## config.mk

```make
export PLATFORM = sky130hd
export DESIGN_NAME = shp3_lane
export DESIGN_NICKNAME = d
export VERILOG_FILES = /design/src/sv/shp3_pkg.sv /design/src/sv/shp3_lane.sv
export SDC_FILE = /design/constraint.sdc
export NUM_CORES = 1
export LEC_CHECK = 0
export ABC_CLOCK_PERIOD_IN_PS = 5700
export BUFFER_PORTS_ARGS = -buffer_cell sky130_fd_sc_hd__buf_2
export CAP_MARGIN = 20
export CORE_AREA = 2 2 132 134
export DETAILED_ROUTE_END_ITERATION = 12
export DIE_AREA = 0 0 134 136
export PLACE_DENSITY = 0.89
export SKIP_CTS_REPAIR_TIMING = 1
export SYNTH_ARGS = -nofsm -noshare
export SYNTH_HDL_FRONTEND = slang
export SYNTH_SLANG_ARGS = --single-unit
```

## constraint.sdc

```tcl
create_clock -name i_clk -period 5.7 [get_ports i_clk]
set_clock_uncertainty 0.15 [all_clocks]
set_input_delay 1.14 -clock i_clk [delete_from_list [all_inputs] [get_ports i_clk]]
set_output_delay 1.14 -clock i_clk [all_outputs]
set_load 0.01 [all_outputs]
```

## src/sv/shp3_pkg.sv

```systemverilog
// ----------------------------------------------------------------------------
// shp3_pkg
// Shared types and constants of the 3x3 sharpen stream block.
// ----------------------------------------------------------------------------
package shp3_pkg;

    // configuration register indexes
    localparam logic [1:0] CFG_WIDTH  = 2'd0;
    localparam logic [1:0] CFG_HEIGHT = 2'd1;
    localparam logic [1:0] CFG_CHANS  = 2'd2;
    localparam logic [1:0] CFG_GAIN   = 2'd3;

    localparam logic [11:0] RST_WIDTH  = 12'd1280;
    localparam logic [11:0] RST_HEIGHT = 12'd720;
    localparam logic [1:0]  RST_CHANS  = 2'd3;
    localparam logic [7:0]  RST_GAIN   = 8'd64;

    localparam logic [11:0] HEIGHT_MIN = 12'd3;
    localparam logic [11:0] HEIGHT_MAX = 12'd2048;

    // control toward the window front end
    typedef struct packed {
        logic        en;
        logic        restart;
        logic [11:0] width;
        logic [11:0] height;
        logic [1:0]  nch;
    } t_win_ctl;

    // control toward each filter lane
    typedef struct packed {
        logic       en;
        logic [7:0] gain;
    } t_lane_ctl;

    // per-pixel tag carried down the pipeline
    typedef struct packed {
        logic valid;
        logic produce;
        logic frame_end;
    } t_tag;

endpackage

```

## src/sv/shp3_lane.sv

```systemverilog
// ----------------------------------------------------------------------------
// shp3_lane
// Sharpen kernel for one color channel: neighbor sum, weighting, clamp.
// ----------------------------------------------------------------------------
module shp3_lane
    import shp3_pkg::*;
(
    input  logic       i_clk,
    input  t_lane_ctl  i_ctl,
    input  logic [7:0] i_taps [0:8],
    output logic [7:0] o_sharp
);

    logic [10:0] nsum;
    logic [8:0]  center_wt;
    logic [20:0] acc;
    logic [12:0] quot;

    logic [7:0]  r_center;
    logic [10:0] r_nsum;
    logic [19:0] r_pos;
    logic [18:0] r_neg;

    always_comb begin
        nsum = 11'd0;
        for (int t = 0; t < 9; t++) begin
            if (t != 4) begin
                nsum = nsum + 11'(i_taps[t]);
            end
        end
    end

    assign center_wt = {1'b0, i_ctl.gain} + 9'd16;

    // units of 1/128: 8*(gain+16)*center - gain*neighbors
    always_ff @(posedge i_clk) begin
        if (i_ctl.en) begin
            r_center <= i_taps[4];
            r_nsum   <= nsum;
            r_pos    <= {17'(r_center) * 17'(center_wt), 3'b000};
            r_neg    <= 19'(i_ctl.gain) * 19'(r_nsum);
        end
    end

    assign acc  = {1'b0, r_pos} - {2'b00, r_neg};
    assign quot = acc[19:7];

    always_comb begin
        if (acc[20]) begin
            o_sharp = 8'd0;
        end else if (|quot[12:8]) begin
            o_sharp = 8'd255;
        end else begin
            o_sharp = quot[7:0];
        end
    end

endmodule

```

### After elaboration in Yosys (flattened, before gate mapping)

Index checks and enable logic that the tools add are counted.

* flip-flop bits (word level): 55
* input bits: 82
* output and inout bits: 8
* word-level logic and storage cells: 18

* add/subtract/negate cells: 9
* multiply operators: 2
* muxes and demuxes: 2
* reduce and logical (&&, ||, !) cells: 1

Operators with widths (number)
* 11-bit by 8-bit adder with 11-bit output: 4
* 20-bit by 19-bit subtractor with 21-bit output: 1
* 8-bit by 11-bit multiplier with 19-bit output: 1
* 8-bit by 9-bit multiplier with 17-bit output: 1
* 8-bit two-way mux: 2
* 10-bit by 8-bit adder with 11-bit output: 1
* 9-bit by 8-bit adder with 10-bit output: 1
* 8-bit by 5-bit adder with 9-bit output (second input constant): 1
* 8-bit by 8-bit adder with 9-bit output: 1
* 5-bit OR reduction: 1

### Longest topological paths before layout

* depth after elaboration: 7
* mapped depth: 20
* mapped depth without buffers: 18

### Least setup slack after synthesis

OpenSTA, ideal clock, no wires.

* kind: input to register
* start point: input port i_ctl[4] (netlist name)
* end point: register r_neg[18], data pin
* library setup time: 0.260 ns
* data arrival time: 5.338 ns
* required time: 5.290 ns
* path slack: -0.048 ns
* stages: 19
* buffers on the path: 2
* path through: clkbuf_1 clkbuf_1 nand2_1 fa_1 inv_1 fa_1 inv_1 fa_1 fa_1 inv_1 ha_1 and2_1 a311o_1 o311ai_1 a31oi_1 nand4_1 nand4b_1 a21oi_1 xnor2_1

* cells in the longest elaborated chain, start to end: 1

RTL lines
* from (decl): line shp3_lane.sv:9 `input t_lane_ctl i_ctl,`
* 8-bit by 11-bit multiplier with 19-bit output: line shp3_lane.sv:41 `r_neg <= 19'(i_ctl.gain) * 19'(r_nsum);`
* to (signal assigned): line shp3_lane.sv:41
* to (decl): line shp3_lane.sv:22 `logic [18:0] r_neg;`

Every way passes these cells.
A chain may end at the register's enable or synchronous reset.

### Worst setup path after layout

* start point: input port i_ctl[4] (netlist name)
* end point: register r_pos[19], data pin

* cells in the longest elaborated chain, start to end: 2

RTL lines
* 8-bit by 5-bit adder with 9-bit output: line shp3_lane.sv:33 `assign center_wt = {1'b0, i_ctl.gain} + 9'd16;`
* 8-bit by 9-bit multiplier with 17-bit output: line shp3_lane.sv:40 `r_pos <= {17'(r_center) * 17'(center_wt), 3'b000};`
* to (signal assigned): line shp3_lane.sv:40
* to (decl): line shp3_lane.sv:21 `logic [19:0] r_pos;`

Every way passes these cells.

==> qor.yml <==
outcome:
  status: "finished clean"
setup_path:
  r2r_cells: 15
  critPathLaunchType: "input pin"
  rr_endpoint: "r_neg[17]"
  slowest_stage: "fa_1"
  cp.required_ps: 5600
  path_common_cell: "fa_1"
  cp_num_buf_inv: 3
  r2r-start: "r_nsum[5]"
  slowest_delay_ps: 550
  r2r_slack_ps: 710
  criticalPathCategory: "in2reg"
  critPathCaptureType: "register"
  crit_chain: "buf_2, ha_1, and2_1, fa_1, fa_1, fa_1, inv_1, fa_1, inv_1, ha_1, nand2_1, o21ai_1, a211oi_2, o31ai_1, a21oi_1, xnor2_1"
  path_max_fanout: 10
  arrival_ps: 5370
  cpLargestDelayFamily: "adder cells"
clocking:
  clkTransAtPathRegs_ps: 80
  cts_root_buffer: "clkbuf_16"
  cts.sinks: 55
  cts_tree: "yes"
  cts_buffer_depth: 2
  h-tree-depth: 2
  cts_buffers: 5
  clkLatencyLatePin_ps: 310
routing:
  first_pass_iters: 5
  finalWirelength_um: 18600
  route.detailed.drc: 0
  vias: 6609
  wl_per_cell_um: 14.8
  drtIter0Drc: 319
  ant_nets: 0
  via_per_inst: 5.26
global_routing:
  top_usage_layer: "met2"
  grt-ovfl-total: 0
  grt.met1_usage_pct: 25.7
  grt_usage_pct: 21.7
  grt_pass1_wl_um: 32000
  met2_usage_pct: 40.5
  grt_max_degree: 56
  grt_antenna_before_repair: 0
  grtUsageMet3_pct: 2.80
  grt_pass1_vias: 7141
die:
  rows: 48
  core_um2: 16900
  start_util_pct: 54.6
  io_pins: 90
  die_h_um: 136
  dieArea_um2: 18200
  die_x_um: 134
run:
  cap_violations: 0
placed_design:
  place_ws_ps: -119
  dpl_cell_area_um2: 10100
  port_buffers: 89
  gp_congestion: 0.865
  dp_hpwl_um: 15800
min_path:
  hold_depth: 1
  worstHoldStart: "r_center[0]"
  min_path_type: "reg2reg"
  hold_end: "r_pos[3]"
sta:
  worst_slew_pin_slew_ps: 706
  drv_slew: 0
  setup_viol: 0
  clock.fmax_mhz: 183
  period_share_pct: 95.9
  fin_ws_ps: 235
  hold_viol: 0
  fin_crit_ps: 5470
  maxSlewHeadroom_pct: 52.9
  finalSetupTns_ps: 0
finish:
  finalNetCount: 1359
  final_common_cell: "inv_1"
  n_antenna_cell: 0
  register_area_um2: 1650
  drive_gt1_share_pct: 13.4
  final_cell_mix: "inv_1, fa_1, and2_1"
  multi_input_area_um2: 6700
  fin_area_um2: 10200
  fill_cells: 1273
  area_growth_pct: 11.3
synth:
  avgSynthCellArea_um2: 9.95
  yosys_most_used_dff: "edfxtp_1"
  synth_edf_count: 55
  postSynth.asyncResetShare_pct: 0
  syn_area_um2: 9210
  yosysUniqueCellTypes: 56
  ys_warn_count: 0
  synth-seq-cells: 55
  synth_cells: 926
  yosysSeqAreaShare_pct: 17.9
  synthesis.nets: 1255
## per-stage QoR
step	hold slack [ps]	utilization [%]	instances
2_1_floorplan	473	-	926
3_3_place_gp	589	59.6	1248
3_5_place_dp	628	59.6	1248
4_1_cts	642	60.5	1256
5_1_grt	696	60.7	1256
6_report	650	60.7	1256
## worst max-delay path by stage
stage             start   endpoint  cells after the start  slack, ps
2_1_floorplan  i_ctl[4]  r_neg[18]                     19          9
3_3_place_gp   i_ctl[3]  r_neg[17]                     15        -30
3_5_place_dp   i_ctl[5]  r_neg[17]                     17       -120
4_1_cts        i_ctl[5]  r_neg[17]                     17        170
6_report       i_ctl[4]  r_pos[19]                     16        230
5_1_grt        i_ctl[4]  r_pos[19]                     17        -20
## cell usage after synthesis, drive strengths merged, types with 4 or more instances
cell type,n,area [um^2]
nand3,5,25.0
nor2b,12,75.1
a21o,10,76.3
a21oi,31,159
nor2,17,63.8
and2,125,782
or3,6,37.5
o21bai,4,30.0
nand2,38,143
o21ai,19,95.1
xnor2,31,272
nor3,9,45.0
edfxtp,55,1650
xor2,10,87.6
inv,222,833
and3,6,37.5
fa,143,2860
o21a,14,105
clkbuf,12,45.0
ha,104,1300
a31oi,5,31.3
nand2b,6,37.5
## worst register-to-register path: stages, from the launching register on
cell      delay (ps)
edfxtp_1         520
and2_1           240
fa_1             530
inv_1             50
fa_1             530
inv_1             60
fa_1             530
inv_1             60
fa_1             540
inv_1             50
ha_1             340
and2_1           200
a22o_1           200
a31oi_1          250
a21oi_1          180
o311ai_2         350
## state kept, by name, indices dropped and copies added (netlist names)
signal	count
r_center	8
r_neg	19
r_nsum	11
r_pos	17
## metal layers
metal  vias up  wire, um
met4         0       486
met5         -         0
li1       3106         -
met3        43      1020
met1      3225      7420
met2       235      9690
## layout make-up
| cell class | count | share of cell area, % |
|---|---|---|
| clock buffers | 5 | 1.22 |
| repair buffers | 112 | 6.15 |
| well taps | 225 | 2.75 |
| inverters | 222 | 8.13 |
| multi-input cells | 634 | 65.4 |
| flip-flops and latches | 55 | 16.1 |
| clock inverters | 3 | 0.269 |
## kinds of logic (layout without fill, tap and decap cells)
kind of cell / after synthesis / in the layout / share of synthesized area [%]
mux: 2 / 2 / 0.231
xor+xnor: 41 / 41 / 3.90
flops: 55 / 55 / 17.9
fa+ha+maj: 247 / 247 / 45.2
compound gates: 106 / 106 / 8.19
simple gates: 238 / 238 / 14.8
buf+inv: 237 / 342 / 9.73
Power is not shown: default switching activity piles up to over one toggle a cycle in this logic, so the estimate is an artifact.
